`config.mk`:
```
export PLATFORM = sky130hd
export DESIGN_NAME = ordered_sequence_store_core_flat
export DESIGN_NICKNAME = d
export VERILOG_FILES = /design/src/hw/rtl/osq_pkg.sv /design/src/hw/rtl/osq_if.sv /design/src/hw/rtl/osq_div.sv /design/src/hw/rtl/ordered_sequence_store_core.sv /design/src/flat_wrapper.sv
export SDC_FILE = /design/constraint.sdc
export NUM_CORES = 1
export LEC_CHECK = 0
export BUFFER_PORTS_ARGS = -buffer_cell sky130_fd_sc_hd__buf_2
export CAP_MARGIN = 20
export CORE_MARGIN = 2
export CORE_UTILIZATION = 50
export CTS_CLUSTER_DIAMETER = 120
export CTS_CLUSTER_SIZE = 40
export DETAILED_ROUTE_END_ITERATION = 10
export HOLD_SLACK_MARGIN = 0.05
export PLACE_DENSITY = 0.67
export REMOVE_ABC_BUFFERS = 1
export SKIP_CTS_REPAIR_TIMING = 1
export SLEW_MARGIN = 40
export SYNTH_ARGS = -nofsm -noshare
export SYNTH_HDL_FRONTEND = slang
export SYNTH_SLANG_ARGS = --single-unit
```
`constraint.sdc`:
```
create_clock -name clk -period 19.4 [get_ports clk]
set_input_delay 1.94 -clock clk [delete_from_list [all_inputs] [get_ports clk]]
set_output_delay 1.94 -clock clk [all_outputs]
set_load 0.05 [all_outputs]
```
`src/hw/rtl/osq_pkg.sv`:
```
// ----------------------------------------------------------------------------
// osq_pkg
// Shared types and constants of the ordered sequence store.
// ----------------------------------------------------------------------------
package osq_pkg;

  localparam int DEF_CAPACITY    = 16;
  localparam int DEF_VALUE_WIDTH = 32;

  localparam int FIELD_W  = 32;
  localparam int COUNT_W  = 5;
  localparam int STATUS_W = 2;
  localparam int ACTION_W = 3;

  typedef enum logic [ACTION_W-1:0] {
    ACT_APPEND  = 3'd0,
    ACT_PREPEND = 3'd1,
    ACT_INSERT  = 3'd2,
    ACT_REMOVE  = 3'd3,
    ACT_CLEAR   = 3'd4,
    ACT_SORT    = 3'd5,
    ACT_SHOW    = 3'd6
  } action_t;

  typedef enum logic [STATUS_W-1:0] {
    STAT_OK        = 2'd0,
    STAT_NOT_FOUND = 2'd1,
    STAT_FULL      = 2'd2,
    STAT_EMPTY     = 2'd3
  } status_t;

  typedef enum logic [3:0] {
    S_IDLE,
    S_INS,
    S_RMV,
    S_SORT,
    S_SUM,
    S_DIV,
    S_FIN,
    S_SHOW_RD,
    S_SHOW_WR
  } seq_state_t;

endpackage

```
`src/hw/rtl/osq_if.sv`:
```
// ----------------------------------------------------------------------------
// osq_if
// Request and result channels of the ordered sequence store.
// ----------------------------------------------------------------------------
interface osq_in_if;
  logic                                valid;
  logic                                ready;
  logic [osq_pkg::ACTION_W-1:0]        action;
  logic signed [osq_pkg::FIELD_W-1:0]  operand_value;

  modport source(output valid, action, operand_value, input ready);
  modport sink(input valid, action, operand_value, output ready);
endinterface

interface osq_out_if;
  logic                                valid;
  logic                                ready;
  logic [osq_pkg::STATUS_W-1:0]        status;
  logic signed [osq_pkg::FIELD_W-1:0]  element;
  logic [osq_pkg::COUNT_W-1:0]         entry_count;
  logic signed [osq_pkg::FIELD_W-1:0]  smallest;
  logic signed [osq_pkg::FIELD_W-1:0]  largest;
  logic signed [osq_pkg::FIELD_W-1:0]  average;
  logic                                last_of_run;

  modport source(output valid, status, element, entry_count, smallest, largest,
                 average, last_of_run, input ready);
  modport sink(input valid, status, element, entry_count, smallest, largest,
               average, last_of_run, output ready);
endinterface

```
`src/hw/rtl/osq_div.sv`:
```
// ----------------------------------------------------------------------------
// osq_div
// Restoring divider, one quotient bit per cycle, truncates toward zero.
// ----------------------------------------------------------------------------
module osq_div #(
  parameter int DW = 37,
  parameter int CW = 5
) (
  input  logic                 clk,
  input  logic                 rst_n,
  input  logic                 start,
  input  logic signed [DW-1:0] dividend,
  input  logic [CW-1:0]        divisor,
  output logic                 done,
  output logic signed [DW-1:0] quotient
);

  localparam int IW = $clog2(DW + 1);

  logic          run_r, run_nxt;
  logic          done_r, done_nxt;
  logic          neg_r, neg_nxt;
  logic [CW-1:0] rem_r, rem_nxt;
  logic [DW-1:0] quo_r, quo_nxt;
  logic [CW-1:0] dsr_r, dsr_nxt;
  logic [IW-1:0] it_r, it_nxt;
  logic [CW:0]   rem_sh;
  logic [CW:0]   rem_sub;
  logic          fits;

  assign rem_sh  = {rem_r, quo_r[DW-1]};
  assign rem_sub = rem_sh - {1'b0, dsr_r};
  assign fits    = (rem_sh >= {1'b0, dsr_r});

  always_comb begin
    run_nxt  = run_r;
    done_nxt = 1'b0;
    neg_nxt  = neg_r;
    rem_nxt  = rem_r;
    quo_nxt  = quo_r;
    dsr_nxt  = dsr_r;
    it_nxt   = it_r;
    if (start) begin
      run_nxt = 1'b1;
      neg_nxt = dividend[DW-1];
      quo_nxt = dividend[DW-1] ? DW'(-dividend) : DW'(dividend);
      rem_nxt = '0;
      dsr_nxt = divisor;
      it_nxt  = '0;
    end else if (run_r) begin
      // shift one dividend bit in, subtract when the divisor fits
      rem_nxt = fits ? rem_sub[CW-1:0] : rem_sh[CW-1:0];
      quo_nxt = {quo_r[DW-2:0], fits};
      it_nxt  = it_r + 1'b1;
      if (it_r == IW'(DW - 1)) begin
        run_nxt  = 1'b0;
        done_nxt = 1'b1;
      end
    end
  end

  always_ff @(posedge clk) begin
    if (!rst_n) begin
      run_r  <= 1'b0;
      done_r <= 1'b0;
    end else begin
      run_r  <= run_nxt;
      done_r <= done_nxt;
    end
    neg_r <= neg_nxt;
    rem_r <= rem_nxt;
    quo_r <= quo_nxt;
    dsr_r <= dsr_nxt;
    it_r  <= it_nxt;
  end

  assign done     = done_r;
  assign quotient = neg_r ? -signed'(quo_r) : signed'(quo_r);

endmodule

```
`src/hw/rtl/ordered_sequence_store_core.sv`:
```
// ----------------------------------------------------------------------------
// ordered_sequence_store_core
// Ordered list of signed words with insert, remove, sort, clear and show.
// ----------------------------------------------------------------------------
// With N entries held, every request ends with a summary pass and, when N > 0,
//   a divide of the SW = VALUE_WIDTH + clog2(CAPACITY+1) bit running sum;
//   insert and remove add one pass, sort adds up to N passes.
//   Show reads each next entry only after the previous result has been taken.
//   One request is in work at a time.
// Reset clears the sequencer, the count and the result valid flag; the entry
// memory is not cleared and only entries below the count are ever read.
// ----------------------------------------------------------------------------
module ordered_sequence_store_core #(
  parameter int CAPACITY    = osq_pkg::DEF_CAPACITY,
  parameter int VALUE_WIDTH = osq_pkg::DEF_VALUE_WIDTH
) (
  input  logic      clk,
  input  logic      rst_n,
  osq_in_if.sink    in_req,
  osq_out_if.source out_rsp
);

  localparam int CW = $clog2(CAPACITY + 1);   // count, can hold CAPACITY
  localparam int AW = $clog2(CAPACITY);       // entry index
  localparam int VW = VALUE_WIDTH;
  localparam int SW = VW + CW;                // running sum
  localparam int FW = osq_pkg::FIELD_W;
  localparam int KW = osq_pkg::COUNT_W;

  // Entry memory: one write and one registered read per cycle
  logic signed [VW-1:0] mem [CAPACITY];
  logic signed [VW-1:0] rd_data_r;
  logic                 rd_en;
  logic [AW-1:0]        rd_addr;
  logic                 wr_en;
  logic [AW-1:0]        wr_addr;
  logic signed [VW-1:0] wr_data;

  always_ff @(posedge clk) begin
    if (wr_en) begin
      mem[wr_addr] <= wr_data;
    end
    if (rd_en) begin
      rd_data_r <= mem[rd_addr];
    end
  end

  // Sequencer state
  osq_pkg::seq_state_t  state_r, state_nxt;
  osq_pkg::action_t     act_r, act_nxt;
  osq_pkg::status_t     st_r, st_nxt;
  logic signed [VW-1:0] v_r, v_nxt;
  logic [CW-1:0]        cnt_r, cnt_nxt;
  logic [CW-1:0]        rd_i_r, rd_i_nxt;
  logic                 pend_r, pend_nxt;
  logic [AW-1:0]        pend_idx_r, pend_idx_nxt;
  logic signed [VW-1:0] carry_r, carry_nxt;
  logic                 flag_r, flag_nxt;   // inserting, found, or swapped
  logic signed [VW-1:0] mn_r, mn_nxt;
  logic signed [VW-1:0] mx_r, mx_nxt;
  logic signed [SW-1:0] sum_r, sum_nxt;
  logic signed [VW-1:0] avg_r, avg_nxt;

  // Result register
  logic                 ov_r, ov_nxt;
  osq_pkg::status_t     o_st_r, o_st_nxt;
  logic signed [FW-1:0] o_el_r, o_el_nxt;
  logic [KW-1:0]        o_cnt_r, o_cnt_nxt;
  logic signed [FW-1:0] o_mn_r, o_mn_nxt;
  logic signed [FW-1:0] o_mx_r, o_mx_nxt;
  logic signed [FW-1:0] o_avg_r, o_avg_nxt;
  logic                 o_last_r, o_last_nxt;

  // Divider
  logic                 div_start;
  logic                 div_done;
  logic signed [SW-1:0] div_q;

  osq_div #(
    .DW(SW),
    .CW(CW)
  ) u_div (
    .clk      (clk),
    .rst_n    (rst_n),
    .start    (div_start),
    .dividend (sum_r),
    .divisor  (cnt_r),
    .done     (div_done),
    .quotient (div_q)
  );

  logic             accept;
  logic             out_free;
  logic             scan_done;
  logic             full;
  logic             empty;
  osq_pkg::action_t in_act;
  logic             show_last;

  assign in_req.ready = (state_r == osq_pkg::S_IDLE);
  assign accept       = in_req.valid && in_req.ready;
  assign in_act       = osq_pkg::action_t'(in_req.action);
  assign out_free     = !ov_r || out_rsp.ready;
  assign scan_done    = (rd_i_r == cnt_r) && !pend_r;
  assign full         = (cnt_r == CW'(CAPACITY));
  assign empty        = (cnt_r == '0);
  assign show_last    = ((CW'(pend_idx_r) + 1'b1) == cnt_r);

  // Next state
  always_comb begin
    state_nxt = state_r;
    unique case (state_r)
      osq_pkg::S_IDLE: begin
        if (accept) begin
          priority case (in_act)
            osq_pkg::ACT_APPEND, osq_pkg::ACT_PREPEND, osq_pkg::ACT_INSERT:
              state_nxt = full ? osq_pkg::S_SUM : osq_pkg::S_INS;
            osq_pkg::ACT_REMOVE: state_nxt = empty ? osq_pkg::S_SUM : osq_pkg::S_RMV;
            osq_pkg::ACT_SORT:   state_nxt = empty ? osq_pkg::S_SUM : osq_pkg::S_SORT;
            default:             state_nxt = osq_pkg::S_SUM;
          endcase
        end
      end
      osq_pkg::S_INS, osq_pkg::S_RMV: begin
        if (scan_done) state_nxt = osq_pkg::S_SUM;
      end
      osq_pkg::S_SORT: begin
        if (scan_done && !flag_r) state_nxt = osq_pkg::S_SUM;
      end
      osq_pkg::S_SUM: begin
        if (scan_done) state_nxt = empty ? osq_pkg::S_FIN : osq_pkg::S_DIV;
      end
      osq_pkg::S_DIV: begin
        if (div_done) begin
          state_nxt = (act_r == osq_pkg::ACT_SHOW) ? osq_pkg::S_SHOW_RD : osq_pkg::S_FIN;
        end
      end
      osq_pkg::S_FIN: begin
        if (out_free) state_nxt = osq_pkg::S_IDLE;
      end
      osq_pkg::S_SHOW_RD: begin
        if (!ov_r) state_nxt = osq_pkg::S_SHOW_WR;
      end
      osq_pkg::S_SHOW_WR: begin
        state_nxt = show_last ? osq_pkg::S_IDLE : osq_pkg::S_SHOW_RD;
      end
      default: state_nxt = osq_pkg::S_IDLE;
    endcase
  end

  // Datapath and memory control
  always_comb begin
    act_nxt      = act_r;
    st_nxt       = st_r;
    v_nxt        = v_r;
    cnt_nxt      = cnt_r;
    rd_i_nxt     = rd_i_r;
    carry_nxt    = carry_r;
    flag_nxt     = flag_r;
    mn_nxt       = mn_r;
    mx_nxt       = mx_r;
    sum_nxt      = sum_r;
    avg_nxt      = avg_r;
    rd_en        = 1'b0;
    rd_addr      = rd_i_r[AW-1:0];
    wr_en        = 1'b0;
    wr_addr      = pend_idx_r;
    wr_data      = carry_r;
    div_start    = 1'b0;
    ov_nxt       = ov_r && !out_rsp.ready;
    o_st_nxt     = o_st_r;
    o_el_nxt     = o_el_r;
    o_cnt_nxt    = o_cnt_r;
    o_mn_nxt     = o_mn_r;
    o_mx_nxt     = o_mx_r;
    o_avg_nxt    = o_avg_r;
    o_last_nxt   = o_last_r;

    // the scanning states stream reads ahead of the processing step
    if ((state_r == osq_pkg::S_INS || state_r == osq_pkg::S_RMV ||
         state_r == osq_pkg::S_SORT || state_r == osq_pkg::S_SUM) &&
        (rd_i_r < cnt_r)) begin
      rd_en    = 1'b1;
      rd_i_nxt = rd_i_r + 1'b1;
    end

    unique case (state_r)
      osq_pkg::S_IDLE: begin
        if (accept) begin
          act_nxt  = in_act;
          v_nxt    = in_req.operand_value[VW-1:0];
          flag_nxt = 1'b0;
          rd_i_nxt = '0;
          priority case (in_act)
            osq_pkg::ACT_APPEND, osq_pkg::ACT_PREPEND, osq_pkg::ACT_INSERT: begin
              st_nxt = full ? osq_pkg::STAT_FULL : osq_pkg::STAT_OK;
              // append skips the walk and goes straight to the tail
              if (in_act == osq_pkg::ACT_APPEND && !full) rd_i_nxt = cnt_r;
            end
            osq_pkg::ACT_CLEAR: begin
              st_nxt  = empty ? osq_pkg::STAT_EMPTY : osq_pkg::STAT_OK;
              cnt_nxt = '0;
            end
            default: st_nxt = empty ? osq_pkg::STAT_EMPTY : osq_pkg::STAT_OK;
          endcase
        end
      end

      osq_pkg::S_INS: begin
        if (pend_r) begin
          if (flag_r) begin
            // ripple the displaced entry one place up
            wr_en     = 1'b1;
            wr_data   = carry_r;
            carry_nxt = rd_data_r;
          end else if (act_r == osq_pkg::ACT_PREPEND ||
                       (act_r == osq_pkg::ACT_INSERT && rd_data_r >= v_r)) begin
            wr_en     = 1'b1;
            wr_data   = v_r;
            carry_nxt = rd_data_r;
            flag_nxt  = 1'b1;
          end
        end else if (scan_done) begin
          wr_en    = 1'b1;
          wr_addr  = cnt_r[AW-1:0];
          wr_data  = flag_r ? carry_r : v_r;
          cnt_nxt  = cnt_r + 1'b1;
          rd_i_nxt = '0;
        end
      end

      osq_pkg::S_RMV: begin
        if (pend_r) begin
          if (flag_r) begin
            // close the gap left by the removed entry
            wr_en   = 1'b1;
            wr_addr = pend_idx_r - 1'b1;
            wr_data = rd_data_r;
          end else if (rd_data_r == v_r) begin
            flag_nxt = 1'b1;
          end
        end else if (scan_done) begin
          if (flag_r) cnt_nxt = cnt_r - 1'b1;
          else        st_nxt  = osq_pkg::STAT_NOT_FOUND;
          rd_i_nxt = '0;
        end
      end

      osq_pkg::S_SORT: begin
        // one bubble pass: carry the larger value, drop the smaller behind
        if (pend_r) begin
          if (pend_idx_r == '0) begin
            carry_nxt = rd_data_r;
          end else begin
            wr_en   = 1'b1;
            wr_addr = pend_idx_r - 1'b1;
            if (carry_r > rd_data_r) begin
              wr_data  = rd_data_r;
              flag_nxt = 1'b1;
            end else begin
              wr_data   = carry_r;
              carry_nxt = rd_data_r;
            end
          end
        end else if (scan_done) begin
          wr_en    = 1'b1;
          wr_addr  = AW'(cnt_r - 1'b1);
          wr_data  = carry_r;
          flag_nxt = 1'b0;
          rd_i_nxt = '0;
        end
      end

      osq_pkg::S_SUM: begin
        if (pend_r) begin
          if (pend_idx_r == '0) begin
            mn_nxt  = rd_data_r;
            mx_nxt  = rd_data_r;
            sum_nxt = SW'(rd_data_r);
          end else begin
            if (rd_data_r < mn_r) mn_nxt = rd_data_r;
            if (rd_data_r > mx_r) mx_nxt = rd_data_r;
            sum_nxt = sum_r + SW'(rd_data_r);
          end
        end else if (scan_done) begin
          if (empty) begin
            mn_nxt  = '0;
            mx_nxt  = '0;
            avg_nxt = '0;
          end else begin
            div_start = 1'b1;
          end
        end
      end

      osq_pkg::S_DIV: begin
        if (div_done) begin
          avg_nxt  = div_q[VW-1:0];
          rd_i_nxt = '0;
        end
      end

      osq_pkg::S_FIN: begin
        if (out_free) begin
          ov_nxt     = 1'b1;
          o_st_nxt   = st_r;
          o_el_nxt   = '0;
          o_cnt_nxt  = KW'(cnt_r);
          o_mn_nxt   = FW'(mn_r);
          o_mx_nxt   = FW'(mx_r);
          o_avg_nxt  = FW'(avg_r);
          o_last_nxt = 1'b1;
        end
      end

      osq_pkg::S_SHOW_RD: begin
        // hold the read until the result register has drained
        if (!ov_r) begin
          rd_en    = 1'b1;
          rd_i_nxt = rd_i_r + 1'b1;
        end
      end

      osq_pkg::S_SHOW_WR: begin
        ov_nxt     = 1'b1;
        o_st_nxt   = st_r;
        o_el_nxt   = FW'(rd_data_r);
        o_cnt_nxt  = KW'(cnt_r);
        o_mn_nxt   = FW'(mn_r);
        o_mx_nxt   = FW'(mx_r);
        o_avg_nxt  = FW'(avg_r);
        o_last_nxt = show_last;
      end

      default: begin
      end
    endcase
  end

  assign pend_nxt     = rd_en;
  assign pend_idx_nxt = rd_addr;

  always_ff @(posedge clk) begin
    if (!rst_n) begin
      state_r <= osq_pkg::S_IDLE;
      cnt_r   <= '0;
      pend_r  <= 1'b0;
      ov_r    <= 1'b0;
    end else begin
      state_r <= state_nxt;
      cnt_r   <= cnt_nxt;
      pend_r  <= pend_nxt;
      ov_r    <= ov_nxt;
    end
    act_r      <= act_nxt;
    st_r       <= st_nxt;
    v_r        <= v_nxt;
    rd_i_r     <= rd_i_nxt;
    pend_idx_r <= pend_idx_nxt;
    carry_r    <= carry_nxt;
    flag_r     <= flag_nxt;
    mn_r       <= mn_nxt;
    mx_r       <= mx_nxt;
    sum_r      <= sum_nxt;
    avg_r      <= avg_nxt;
    o_st_r     <= o_st_nxt;
    o_el_r     <= o_el_nxt;
    o_cnt_r    <= o_cnt_nxt;
    o_mn_r     <= o_mn_nxt;
    o_mx_r     <= o_mx_nxt;
    o_avg_r    <= o_avg_nxt;
    o_last_r   <= o_last_nxt;
  end

  assign out_rsp.valid       = ov_r;
  assign out_rsp.status      = o_st_r;
  assign out_rsp.element     = o_el_r;
  assign out_rsp.entry_count = o_cnt_r;
  assign out_rsp.smallest    = o_mn_r;
  assign out_rsp.largest     = o_mx_r;
  assign out_rsp.average     = o_avg_r;
  assign out_rsp.last_of_run = o_last_r;

endmodule
```
`src/flat_wrapper.sv`:
```
// flat-port wrapper written by rule: the top's interface ports become plain ports
module ordered_sequence_store_core_flat 
#(
  parameter int CAPACITY    = osq_pkg::DEF_CAPACITY,
  parameter int VALUE_WIDTH = osq_pkg::DEF_VALUE_WIDTH
)
  (clk, rst_n, in_req_valid, in_req_action, in_req_operand_value, in_req_ready, out_rsp_valid, out_rsp_status, out_rsp_element, out_rsp_entry_count, out_rsp_smallest, out_rsp_largest, out_rsp_average, out_rsp_last_of_run, out_rsp_ready);
  osq_in_if in_req_i ();
  osq_out_if out_rsp_i ();
  input  logic clk;
  input  logic rst_n;
  input wire logic [$bits(in_req_i.valid)-1:0] in_req_valid;
  input wire logic [$bits(in_req_i.action)-1:0] in_req_action;
  input wire logic [$bits(in_req_i.operand_value)-1:0] in_req_operand_value;
  output wire logic [$bits(in_req_i.ready)-1:0] in_req_ready;
  output wire logic [$bits(out_rsp_i.valid)-1:0] out_rsp_valid;
  output wire logic [$bits(out_rsp_i.status)-1:0] out_rsp_status;
  output wire logic [$bits(out_rsp_i.element)-1:0] out_rsp_element;
  output wire logic [$bits(out_rsp_i.entry_count)-1:0] out_rsp_entry_count;
  output wire logic [$bits(out_rsp_i.smallest)-1:0] out_rsp_smallest;
  output wire logic [$bits(out_rsp_i.largest)-1:0] out_rsp_largest;
  output wire logic [$bits(out_rsp_i.average)-1:0] out_rsp_average;
  output wire logic [$bits(out_rsp_i.last_of_run)-1:0] out_rsp_last_of_run;
  input wire logic [$bits(out_rsp_i.ready)-1:0] out_rsp_ready;
  assign in_req_i.valid = in_req_valid;
  assign in_req_i.action = in_req_action;
  assign in_req_i.operand_value = in_req_operand_value;
  assign in_req_ready = in_req_i.ready;
  assign out_rsp_valid = out_rsp_i.valid;
  assign out_rsp_status = out_rsp_i.status;
  assign out_rsp_element = out_rsp_i.element;
  assign out_rsp_entry_count = out_rsp_i.entry_count;
  assign out_rsp_smallest = out_rsp_i.smallest;
  assign out_rsp_largest = out_rsp_i.largest;
  assign out_rsp_average = out_rsp_i.average;
  assign out_rsp_last_of_run = out_rsp_i.last_of_run;
  assign out_rsp_i.ready = out_rsp_ready;
  ordered_sequence_store_core #(.CAPACITY(CAPACITY), .VALUE_WIDTH(VALUE_WIDTH)) u_core (.clk(clk), .rst_n(rst_n), .in_req(in_req_i), .out_rsp(out_rsp_i));
endmodule
```
### Word level (Yosys, flattened, before mapping)

Memories as Yosys holds them, arrays and structs flattened. A register that Yosys moved wholly into a read port is not among the register bits.
Index checks and enable logic that the tools add are counted.

* RAM bits: 512
* output and inout bits: 138
* input port bits: 39
* register bits: 415
* logic and storage cells: 271
* memories: 1

Memory list
* u_core.mem: words 16, width 32, read ports 1, clocked after memory_dff 1, wr ports 1, RTL line ordered_sequence_store_core.sv:31 `logic signed [VW-1:0] mem [CAPACITY];`

* magnitude comparators: 6
* reduce and logical (&&, ||, !) cells: 45
* equality and inequality tests: 47
* add/subtract/negate cells: 10
* mux-type cells: 131
* bitwise operators: 2

Operator list (number)
* $mux W32: 31
* $pmux W32 S2: 6
* $mux W37: 4
* $pmux W32 S3: 1
* $mux W5: 17
* $gt A32 B32 Y1: 2
* $mux W4: 14
* $add A37 B32 Y37: 1
* $neg A37 Y37: 1
* $mux W1: 33
* $eq A32 B32 Y1: 1
* $ge A32 B32 Y1: 1
* $lt A32 B32 Y1: 1
* $neg A32 Y32: 1
* $pmux W4 S8: 1
* $pmux W4 S3: 2
* $ne A2 B1 Y1 const B: 11
* $pmux W5 S4: 1
* $mux W2: 9
* $eq A4 B3 Y1 const B: 4
* $ne A2 B2 Y1 const B: 8
* $ne A3 B3 Y1 const B: 5
* $pmux W5 S3: 1
* $reduce_and A5 Y1: 3
* other kinds (41): 82

### Longest topological paths before layout

Gate-level depths: netlist of the first run.

* depth in word-level cells: 9
* depth in mapped cells: 14
* depth with buffers taken out: 13

### Modules after synthesis

From an unflattened synthesis of the first run, not the netlist that was laid out.

* cell total of the unflattened synthesis: 3100
* area, all modules: 45205.9 sq um

Modules (own cells, without submodules)
* ordered_sequence_store_core: times used 1, area an instance 41138.2 sq um, cells each 2656
* osq_div: times used 1, area an instance 4067.7 sq um, cells each 444

### Least setup slack after synthesis of the first run

Ideal clock, no wire load.

* path type: input-to-reg
* start point: input out_rsp_ready
* end point: register u_core.o_avg_r[0] (netlist: u_core.out_rsp.average[0]) (enable)
* data required time: 18724 ps
* arrival: 8868 ps
* stages: 3
* buffers on the path: 0
* setup time: 676 ps
* slack: 9856 ps
* cell sequence: nor2b_1 -> or3_1 -> a21oi_1

* longest elaborated chain between the ends: 3

RTL lines
* start, declared: RTL line flat_wrapper.sv:24 `input wire logic [$bits(out_rsp_i.ready)-1:0] out_rsp_ready;`
* $logic_or A1 B1 Y1: RTL line ordered_sequence_store_core.sv:103 `assign out_free = !ov_r || out_rsp.ready;`
* $ne A2 B1 Y1 (no source line)
* $reduce_and A2 Y1 (no source line)
* end signal, assigned: RTL line ordered_sequence_store_core.sv:371 `o_avg_r <= o_avg_nxt;`
* end, declared: RTL line ordered_sequence_store_core.sv:71 `logic signed [FW-1:0] o_avg_r, o_avg_nxt;`

Every way passes these cells.
A chain may end at the register's enable or synchronous reset.

### Worst setup path in the final report of the first run

* start point: register u_core.rd_data_r[5] (read register of u_core.mem)
* end point: memory u_core.mem[12][11] (netlist name), data pin

* longest elaborated chain between the ends: 7

RTL lines
* start, declared: RTL line ordered_sequence_store_core.sv:32 `logic signed [VW-1:0] rd_data_r;`
* $ge A32 B32 Y1: RTL line ordered_sequence_store_core.sv:217 `(act_r == osq_pkg::ACT_INSERT && rd_data_r >= v_r)) begin`
* $logic_and A1 B1 Y1: RTL line ordered_sequence_store_core.sv:217
* $logic_or A1 B1 Y1: RTL line ordered_sequence_store_core.sv:216 `end else if (act_r == osq_pkg::ACT_PREPEND ||`
* $mux W32: RTL line ordered_sequence_store_core.sv:216
* $mux W32: RTL line ordered_sequence_store_core.sv:211 `if (flag_r) begin`
* $mux W32: RTL line ordered_sequence_store_core.sv:210 `if (pend_r) begin`
* $pmux W32 S3 (*): RTL line ordered_sequence_store_core.sv:187 `unique case (state_r)`
* named net u_core.wr_data[11]: RTL line ordered_sequence_store_core.sv:37 `logic signed [VW-1:0] wr_data;`
* end, declared: RTL line ordered_sequence_store_core.sv:31

The timed path passes the listed nets; every way through them passes the cells marked *.

==> impl_metrics.py, run 1 <==
metrics = {
    "clocking": {
        "h-tree-depth": 1,
        "numCtsBuffers": 30,
        "cts_tree": "built",
        "cts.sinks": 959,
        "root_buffer": "clkbuf_16",
        "clkLatencyLatePin_ns": 0.69,
        "clock_path_buffers": 3,
        "clk_pin_slew_ns": 0.14,
    },
    "run": {
        "drv_cap": 0,
    },
    "setup_path": {
        "worstPathMaxFanout": 32,
        "startpoint": "u_core.rd_data_r[5]",
        "required_ns": 19.93,
        "rr_startpoint": "u_core.rd_data_r[5]",
        "end_kind": "register",
        "worst_setup_path_start_kind": "register",
        "critPathArrivalTime_ns": 5.22,
        "crit_type": "reg2reg",
    },
    "die": {
        "die_w_um": 296,
        "core_area_mm2": 0.0849,
        "num_rows": 107,
        "die_area_mm2": 0.0878,
        "die_y_um": 296,
        "start_util_pct": 50.4,
        "io-pin-count": 177,
    },
    "sta": {
        "fin_skew_ns": 0.0500,
        "setup_viol": 0,
        "rsz0062_at_grt": "false",
        "period_needed_ns": 4.69,
        "finalMaxSlewViolations": 0,
        "setup_slack_ns": 14.71,
        "hold_violations": 0,
        "hold_ws_ns": 0.435,
        "fmax_mhz": 213,
        "final.setup.tns_ns": 0,
        "worstMarginPinSlew_ns": 0.856,
        "relSlewSlack_pct": 42.4,
        "fin_crit_sh_pct": 24.2,
    },
    "logic_synthesis": {
        "syn_area_mm2": 0.0427,
        "synth_enable_flop_cells": 926,
        "async_reset_ff_share_pct": 0,
        "synthFlopType": "edfxtp_1",
        "syn_area_per_cell_um2": 15.1,
        "synth_cells": 2827,
        "ys_warn_count": 0,
        "ys_ff_latch": 959,
        "ys_seq_area_share_pct": 66.6,
        "synth_cell_types": 70,
    },
    "layout": {
        "multi_input_area_mm2": 0.0135,
        "regArea_mm2": 0.0285,
        "drive_gt1_share_pct": 17.2,
        "fill_cells": 6790,
        "diodes": 0,
        "stdcell_count": 4133,
        "regMostFlops": "u_core.mem",
        "fin_util_pct": 54.7,
        "reg_top3": "u_core.mem (512), u_core.sum_r (37), u_core.u_div.quo_r (37)",
        "nets": 3188,
        "design_area_mm2": 0.0464,
        "area_growth_pct": 8.62,
        "largest_reg_flops": 512,
    },
    "detailed_routing": {
        "drt_iter0_markers": 2665,
        "drcViolationCount": 0,
        "dr.pass1.iters": 6,
        "wl_met1_um": 42500,
        "via_count": 24900,
        "wirelength_um": 104000,
        "post_drt_wl_per_cell_um": 25.2,
        "dr.max_layer_used": "met5",
        "dr_wl_met3_um": 9190,
        "dr_wl_met2_um": 49900,
        "antenna_left": 0,
        "viasPerCell": 6.03,
    },
    "place": {
        "post-place-ws_ns": 14.36,
        "io_buffers": 176,
        "dp_cells": 4077,
        "place.gp.congestion": 0.954,
        "placed_cell_area_mm2": 0.0454,
        "place_hpwl_um": 69800,
    },
    "power": {
        "p_sw_mw": 1.94,
        "comb_power_share_pct": 30.3,
        "netSwitchingFraction_pct": 34.7,
        "powerDensity_mw_per_mm2": 121,
        "intPower_mw": 3.65,
        "p_seq_share_pct": 53.1,
        "leakage_nw": 16.1,
        "clockPowerShare_pct": 16.6,
        "p_total_mw": 5.59,
        "ir_drop_mv": 0.0862,
    },
    "global_routing": {
        "grt_max_degree": 75,
        "antenna_found_initial": 4,
        "grt.total_usage_pct": 23.8,
        "grt_pass1_vias": 24300,
        "grt-ovfl-total": 0,
        "grt_pass1_wl_um": 155000,
    },
    "min_path": {
        "holdCritPathClass": "reg2reg",
        "min_from": "u_core.avg_r[6]",
    },
    "status": {
        "status": "finished, final reports clean",
    },
}
[final timing paths]
check	end	slack [ns]	depth (start not counted)
max	u_core.mem[12][11]	14.71	13
min	u_core.out_rsp.average[6]	0.43	0
max reg2reg	u_core.mem[12][11]	14.71	13
min reg2reg	u_core.out_rsp.average[6]	0.43	0
[routing by layer]
| metal | GRT usage (%) | vias up |
|---|---|---|
| met2 | 38.8 | 1098 |
| met5 | 0 | - |
| met1 | 33.4 | 12500 |
| met3 | 4.60 | 140 |
| li1 | - | 11100 |
| met4 | 5.20 | 6 |
[worst max-delay path, cell delays in order, from the launching register on]
cell,delay [ns]
edfxtp_1,0.60
inv_1,0.15
ha_1,0.34
a21o_1,0.19
a21o_1,0.17
a21oi_1,0.20
nor2_1,0.06
or3_1,0.48
a221oi_1,0.36
or2_2,0.19
nand2_1,0.08
o32a_4,0.66
o221ai_1,0.71
buf_2,0.30
[cell usage in the layout, fill, tap and decap left out, types with 12 or more instances in the layout]
cell type    n
dfxtp_1     28
buf_2      180
nand2_1    181
o21ai_0    129
inv_1      198
o221ai_2    27
edfxtp_1   926
a21oi_1    112
clkbuf_16   30
xor2_1      81
mux4_2     160
nor2_4      17
or3_1       12
xnor2_1     30
nand2b_1    23
nor2b_1     16
and2_1      40
nor2_1     117
nand3_1     28
o31ai_1     22
o41ai_1     13
a211oi_1    14
nand4_1     35
buf_4       34
a31oi_1     12
and3_1      13
ha_1       182
nor3_1      59
clkbuf_1    16
a21o_1      64
[power by group through the flow]
stage / Clock (mW) / Combinational, mW / Sequential (mW)
after CTS: 0.947 / 1.68 / 2.97
after detailed placement: 0 / 1.67 / 3.02
final: 0.927 / 1.70 / 2.97
after floorplan: 0 / 1.03 / 3.08
after global placement: 0 / 1.59 / 3.02
after global routing: 1.01 / 1.87 / 3.00
[logic make-up (layout without fill, tap and decap cells)]
kind of cell / count (synthesis) / after routing / synth area share [%]
muxes: 166 / 166 / 8.57
buffers and inverters: 318 / 480 / 2.79
and+or+nand+nor: 595 / 595 / 6.82
DFF: 959 / 959 / 66.6
xor gates and xnor gates: 111 / 111 / 2.27
adders and majority gates: 184 / 184 / 5.42
AOI/OAI and AO/OA: 494 / 494 / 7.51
[synthesized netlist by cell type (all sizes together) (20+ instances only)]
master | number | area, um^2
a21o | 64 | 480
a21oi | 115 | 576
and2 | 41 | 257
buf | 20 | 75.1
clkbuf | 99 | 372
dfxtp | 33 | 661
edfxtp | 926 | 27800
ha | 182 | 2280
inv | 199 | 747
mux4 | 160 | 3600
nand2 | 181 | 679
nand2b | 23 | 144
nand3 | 29 | 145
nand4 | 35 | 219
nor2 | 134 | 503
nor3 | 62 | 310
o21ai | 131 | 659
o221ai | 36 | 315
o31ai | 22 | 165
xnor2 | 30 | 263
xor2 | 81 | 709
[cell type report]
class                           instances  area share [%]
Inverter                              199            1.61
Clock buffer                           46            1.75
Multi-Input combinational cell       1550            29.0
Timing Repair Buffer                  225            2.84
Tap cell                             1144            3.08
Sequential cell                       959            61.3
Clock inverter                         10           0.342
(Power assumes the default switching activity.)
==> inputs of run 2 (changes only) <==
--- a/config.mk
+++ b/config.mk
@@ -13,7 +13,7 @@
 export CTS_CLUSTER_SIZE = 40
 export DETAILED_ROUTE_END_ITERATION = 10
 export HOLD_SLACK_MARGIN = 0.05
-export PLACE_DENSITY = 0.67
+export PLACE_DENSITY = 0.69
 export REMOVE_ABC_BUFFERS = 1
 export SKIP_CTS_REPAIR_TIMING = 1
 export SLEW_MARGIN = 40
==> constraint.sdc (replaced) <==
create_clock -name clk -period 3.76 [get_ports clk]
set_input_delay 0.376 -clock clk [delete_from_list [all_inputs] [get_ports clk]]
set_output_delay 0.376 -clock clk [all_outputs]
set_load 0.05 [all_outputs]
==> run 2 against run 1 <==
Clock-buffer cell count down 3. Fmax up 26%. Sequential share of layout area down 3.6 points. Sequential power rose to 5.1 times the previous value. Core utilization up 3.4 points. Clock skew about the same. Critical endpoint is now u_core.avg_r[29]. Power rose to 5.4 times the previous value. Worst setup slack worse by 15 ns.
==> impl_metrics.py, run 2 (synthesized netlist as in run 1, its figures left out) <==
metrics = {
    "status": {
        "status": "finished, final reports clean",
    },
    "clocking": {
        "h-tree-depth": 1,
        "clock_path_buffers": 3,
        "clkLatencyLatePin_ns": 0.69,
        "cts_tree": "built",
        "root_buffer": "clkbuf_16",
        "clk_pin_slew_ns": 0.14,
        "cts.sinks": 959,
        "numCtsBuffers": 30,
    },
    "setup_path": {
        "critPathArrivalTime_ns": 4.18,
        "crit_type": "reg2reg",
        "cp_num_buf_inv": 0,
        "worstPathMaxFanout": 3,
        "r2r_slack_ns": 0.03,
        "worst_path_max_delay_cell": "or4_4",
        "rr_startpoint": "u_core.u_div.quo_r[6]",
        "required_ns": 4.21,
        "r2r_cells": 10,
        "cp_top_family": "simple AND/OR/NAND/NOR gates",
        "crit_path_max_incr_delay_ns": 0.59,
        "r2r_end": "u_core.avg_r[29]",
        "path_cells": "or4_4, nor4_4, nand2_1, or4_4, or4_4, or4_4, or3_4, o31ai_1, xor2_1, nor2_1",
        "end_kind": "register",
        "worst_setup_path_start_kind": "register",
        "cp_common_cell": "or4_4",
    },
    "sta": {
        "worstMarginPinSlew_ns": 0.806,
        "fin_skew_ns": 0.0497,
        "finalMaxSlewViolations": 0,
        "fin_crit_sh_pct": 99.3,
        "setup_viol": 0,
        "hold_violations": 0,
        "rsz0062_at_grt": "true",
        "relSlewSlack_pct": 45.9,
        "final.setup.tns_ns": 0,
        "hold_ws_ns": 0.345,
        "fmax_mhz": 268,
        "period_needed_ns": 3.73,
        "setup_slack_ns": 0.0257,
    },
    "die": {
        "die_area_mm2": 0.0878,
        "io-pin-count": 177,
        "die_w_um": 296,
        "num_rows": 107,
        "start_util_pct": 50.4,
        "die_y_um": 296,
        "core_area_mm2": 0.0849,
    },
    "layout": {
        "stdcell_count": 4386,
        "nets": 3447,
        "area_growth_pct": 15.4,
        "fin_util_pct": 58.1,
        "largest_reg_flops": 512,
        "final_cell_mix": "edfxtp_1, buf_4, inv_1",
        "reg_top3": "u_core.mem (512), u_core.sum_r (37), u_core.u_div.quo_r (37)",
        "layout_commonest_cell": "edfxtp_1",
        "design_area_mm2": 0.0493,
        "drive_gt1_share_pct": 23.3,
        "diodes": 0,
        "regMostFlops": "u_core.mem",
    },
    "global_routing": {
        "grt-ovfl-total": 0,
        "grt_max_degree": 134,
        "grt.total_usage_pct": 24.4,
        "grt_pass1_vias": 25400,
        "grt_pass1_wl_um": 159000,
        "antenna_found_initial": 2,
    },
    "power": {
        "p_sw_mw": 10.6,
        "p_total_mw": 30.4,
        "comb_power_share_pct": 34.8,
        "intPower_mw": 19.8,
        "leakage_nw": 17.6,
        "clockPowerShare_pct": 15.7,
        "powerDensity_mw_per_mm2": 616,
        "ir_drop_mv": 0.597,
        "netSwitchingFraction_pct": 34.8,
        "p_seq_share_pct": 49.5,
    },
    "detailed_routing": {
        "wirelength_um": 112000,
        "drcViolationCount": 0,
        "viasPerCell": 5.98,
        "antenna_left": 0,
        "dr.pass1.iters": 6,
        "via_count": 26200,
        "post_drt_wl_per_cell_um": 25.5,
        "drt_iter0_markers": 3045,
    },
    "run": {
        "drv_cap": 0,
    },
    "place": {
        "post-place-ws_ns": -0.141,
        "place_hpwl_um": 74200,
        "placed_cell_area_mm2": 0.0470,
        "io_buffers": 176,
        "dp_cells": 4248,
        "place.gp.congestion": 0.942,
    },
    "min_path": {
        "hold_end": "u_core.flag_r",
        "holdPathStages": 3,
        "min_from": "in_req_valid",
        "holdCritPathClass": "in2reg",
    },
}
-- run 2: layer usage --
metal / part of all wire [%] / GRT usage, % / vias to the layer above
li1: - / - / 11700
met1: 40 / 33.2 / 13300
met2: 50 / 42.2 / 1117
met3: 7.0 / 2.59 / 161
met4: 3.0 / 6.42 / 0
met5: 0 / 0 / -
-- run 2: power groups by stage --
stage	Sequential (mW)	Combinational [mW]	Clock [mW]
4_1_cts	15.0	9.95	4.84
2_1_floorplan	15.8	5.32	0
3_3_place_gp	15.2	9.58	0
6_report	15.0	10.6	4.78
5_1_grt	15.2	11.5	5.13
3_5_place_dp	15.3	9.90	0
-- run 2: final cells by class --
cell class | count | area (um^2)
inverters | 199 | 747
clock buffers | 43 | 821
fillers | 6530 | 35600
well taps | 1144 | 1430
multi-input cells | 1550 | 13700
repair buffers | 484 | 4000
clock inverters | 7 | 134
flip-flops and latches | 959 | 28500
-- run 2: worst max-delay path by stage --
stage / start / endpoint / slack, ns / cells after the start
final: u_core.u_div.quo_r[6] / u_core.avg_r[29] / 0.03 / 10
after floorplan: u_core.rd_i_r[0] / u_core.u_div.quo_r[0] / -5.78 / 6
after global routing: u_core.u_div.quo_r[6] / u_core.avg_r[28] / -0.06 / 10
after global placement: u_core.rd_data_r[7] / u_core.mx_r[31] / -0.14 / 8
after detailed placement: u_core.rd_data_r[6] / u_core.mem[11][10] / -0.14 / 13
after CTS: u_core.rd_data_r[2] / u_core.mem[14][10] / -0.19 / 13
-- run 2: worst reg2reg max path, stage by stage, from the launching register on --
cell      delay (ns)
edfxtp_1        0.41
or4_4           0.59
nor4_4          0.21
nand2_1         0.11
or4_4           0.45
or4_4           0.45
or4_4           0.45
or3_4           0.36
o31ai_1         0.26
xor2_1          0.17
nor2_1          0.05
==> inputs of run 3 (changes only) <==
--- a/config.mk
+++ b/config.mk
@@ -5,6 +5,7 @@
 export SDC_FILE = /design/constraint.sdc
 export NUM_CORES = 1
 export LEC_CHECK = 0
+export ABC_AREA = 1
 export BUFFER_PORTS_ARGS = -buffer_cell sky130_fd_sc_hd__buf_2
 export CAP_MARGIN = 20
 export CORE_MARGIN = 2
==> run 3 against run 2 <==
Combinational power is 26% higher. Sequential power is 3% lower. Worst setup slack better by 0.19 ns. First-iteration DRC count is 20% higher. Global-route usage is 2.4 points higher. Cell area is 3.8% higher. Register-to-register slack better by 0.19 ns. Sequential share of layout area is 2.1 points lower. Highest routed layer unchanged.
==> impl_metrics.py, run 3 <==
metrics = {
    "status": {
        "status": "finished, final reports clean",
    },
    "clocking": {
        "clkLatencyLatePin_ns": 0.69,
        "cts_tree": "built",
        "clock_path_buffers": 3,
        "clk_pin_slew_ns": 0.14,
        "cts.sinks": 959,
        "root_buffer": "clkbuf_16",
        "h-tree-depth": 1,
        "numCtsBuffers": 30,
    },
    "run": {
        "drv_cap": 0,
    },
    "detailed_routing": {
        "viasPerCell": 5.83,
        "post_drt_wl_per_cell_um": 22.2,
        "dr.pass1.iters": 6,
        "via_count": 34000,
        "drt_iter0_markers": 3652,
        "wirelength_um": 129000,
        "antenna_left": 0,
        "drcViolationCount": 0,
    },
    "sta": {
        "hold_violations": 0,
        "period_needed_ns": 3.55,
        "setup_slack_ns": 0.212,
        "finalMaxSlewViolations": 0,
        "relSlewSlack_pct": 41.2,
        "worstMarginPinSlew_ns": 0.881,
        "fmax_mhz": 282,
        "rsz0062_at_grt": "true",
        "setup_viol": 0,
        "hold_ws_ns": 0.141,
        "fin_crit_sh_pct": 94.4,
        "fin_skew_ns": 0.0430,
    },
    "layout": {
        "diodes": 0,
        "reg_top3": "u_core.mem (512), u_core.sum_r (37), u_core.u_div.quo_r (37)",
        "final_cell_mix": "edfxtp_1, nor2_1, nand2_1",
        "nets": 4858,
        "regMostFlops": "u_core.mem",
        "largest_reg_flops": 512,
        "area_growth_pct": 11.8,
        "stdcell_count": 5837,
        "drive_gt1_share_pct": 12.5,
        "layout_commonest_cell": "edfxtp_1",
    },
    "setup_path": {
        "r2r_end": "u_core.mem[11][13]",
        "critPathArrivalTime_ns": 4.08,
        "crit_type": "reg2reg",
        "required_ns": 4.29,
        "r2r_cells": 19,
        "end_kind": "register",
        "r2r_slack_ns": 0.21,
        "rr_startpoint": "u_core.rd_data_r[3]",
        "worst_setup_path_start_kind": "register",
        "path_cells": "ha_1, a21oi_1, nand2_1, nand2_1, nand2_1, nand2_1, nand2_1, nand2_1, nand3_1, nand3_1, nand2_1, nand2_2, buf_6, nand2_4, buf_4, nand2_1, nand3_1, a21oi_1, buf_4",
        "worst_path_max_delay_cell": "edfxtp_1",
        "crit_path_max_incr_delay_ns": 0.42,
        "worstPathMaxFanout": 34,
        "cp_common_cell": "nand2_1",
    },
    "logic_synthesis": {
        "synth_cell_types": 66,
        "synth.area.top_cells": "edfxtp_1, nor2_1, o21ai_0",
        "ys_ff_latch": 959,
        "syn_area_per_cell_um2": 10.6,
        "synth-xor-area-share_pct": 1.32,
        "synth_top_family_by_area": "simple AND/OR/NAND/NOR gates",
        "ys_seq_area_share_pct": 62.2,
        "muxShareOfSynthArea_pct": 0,
        "synth_compound_area_share_pct": 12.8,
        "synthAdderAreaFrac_pct": 5.06,
        "synth_simple_gate_area_share_pct": 13.6,
        "async_reset_ff_share_pct": 0,
        "synth_most_common_cell": "edfxtp_1",
        "synth_enable_flop_cells": 926,
        "synthTopCellsByCount": "edfxtp_1, nor2_1, nand2_1",
        "ys_warn_count": 0,
        "yosys.area.top_type": "edfxtp_1",
        "synthFlopType": "edfxtp_1",
        "syn_area_mm2": 0.0458,
        "synth_top_area_share_pct": 60.7,
        "synth_cells": 4329,
    },
    "min_path": {
        "hold_end": "u_core.act_r[1]",
        "min_from": "in_req_valid",
        "holdCritPathClass": "in2reg",
        "holdPathStages": 3,
    },
    "place": {
        "io_buffers": 176,
        "post-place-ws_ns": 0.140,
        "dp_cells": 5735,
        "place.gp.congestion": 0.947,
        "place_hpwl_um": 90500,
    },
    "die": {
        "io-pin-count": 177,
        "start_util_pct": 50.2,
        "core_area_mm2": 0.0912,
        "die_w_um": 307,
        "die_y_um": 307,
        "die_area_mm2": 0.0940,
        "num_rows": 111,
    },
    "global_routing": {
        "grt_pass1_vias": 31500,
        "grt_max_degree": 196,
        "grt-ovfl-total": 0,
        "antenna_found_initial": 2,
        "grt_pass1_wl_um": 193000,
        "grt.total_usage_pct": 26.8,
    },
    "power": {
        "leakage_nw": 19.3,
        "clockPowerShare_pct": 14.6,
        "p_sw_mw": 13.0,
        "intPower_mw": 19.8,
        "powerDensity_mw_per_mm2": 640,
        "p_seq_share_pct": 44.5,
        "ir_drop_mv": 0.474,
        "comb_power_share_pct": 41.0,
        "netSwitchingFraction_pct": 39.6,
    },
}
==> run 3: cell type report <==
type                       count  area [um^2]
inverter                     401         1510
multi-input combinational   2781        15200
tap                         1186         1480
sequential                   959        28500
timing repair buffer         462         3550
clock inverter                10          159
clock buffer                  38          781
fill                        7736        40000
==> run 3: power by group through the flow <==
stage | registers [mW] | logic (mW) | clock network, mW
final | 14.6 | 13.4 | 4.77
after global routing | 14.7 | 14.7 | 5.13
after CTS | 14.6 | 13.2 | 4.83
after detailed placement | 14.8 | 13.2 | 0
after global placement | 14.8 | 13.0 | 0
after floorplan | 15.4 | 7.29 | 0
==> run 3: critical path: cells and delay by family, from the launching register on <==
| family | cells | cell delay [ns] |
|---|---|---|
| AND/OR/NAND/NOR | 13 | 1.19 |
| buffers and inverters | 3 | 0.91 |
| AO/OA/AOI/OAI | 2 | 0.56 |
| flip-flops | 1 | 0.42 |
| adder cells (fa/ha/maj) | 1 | 0.32 |
==> run 3: per-layer routing <==
layer	global-route usage (%)	part of all wire, %	vias up	wire, um
li1	-	-	15900	-
met1	37.1	41	16300	53000
met2	44.7	48	1574	62200
met3	3.18	8.0	212	10300
met4	7.75	3.0	0	3840
met5	0	0	-	0
==> run 3: how the worst max path moves through the flow <==
stage / start / endpoint / slack [ns] / cells after the start
after floorplan: u_core.rd_i_r[0] / u_core.mem[4][0] / -9.29 / 12
after global placement: u_core.rd_data_r[3] / u_core.mem[3][24] / 0.11 / 17
after detailed placement: u_core.rd_data_r[3] / u_core.mem[14][25] / 0.14 / 19
after CTS: u_core.rd_data_r[5] / u_core.mem[14][19] / 0.11 / 19
after global routing: u_core.rd_data_r[7] / u_core.mem[6][26] / -0.001 / 16
final: u_core.rd_data_r[3] / u_core.mem[11][13] / 0.21 / 19
==> run 3: per-stage QoR <==
step | power, mW | setup TNS, ns | cell area [um^2] | util [%]
floorplan | 22.7 | - | 45000 | -
global placement | 27.8 | 0 | 49500 | 54.2
detailed placement | 28.0 | 0 | 49700 | 54.5
CTS | 32.6 | 0 | 50600 | 55.5
global route | 34.5 | -0.00105 | 51200 | 56.1
finish | 32.8 | 0 | 51200 | 56.1
==> run 3: cell families after synthesis <==
kind of cell | Yosys count
AND/OR/NAND/NOR | 1475
AO/OA/AOI/OAI | 1053
flip-flops | 959
buffers and inverters | 589
adder cells (fa/ha/maj) | 184
XOR/XNOR | 69
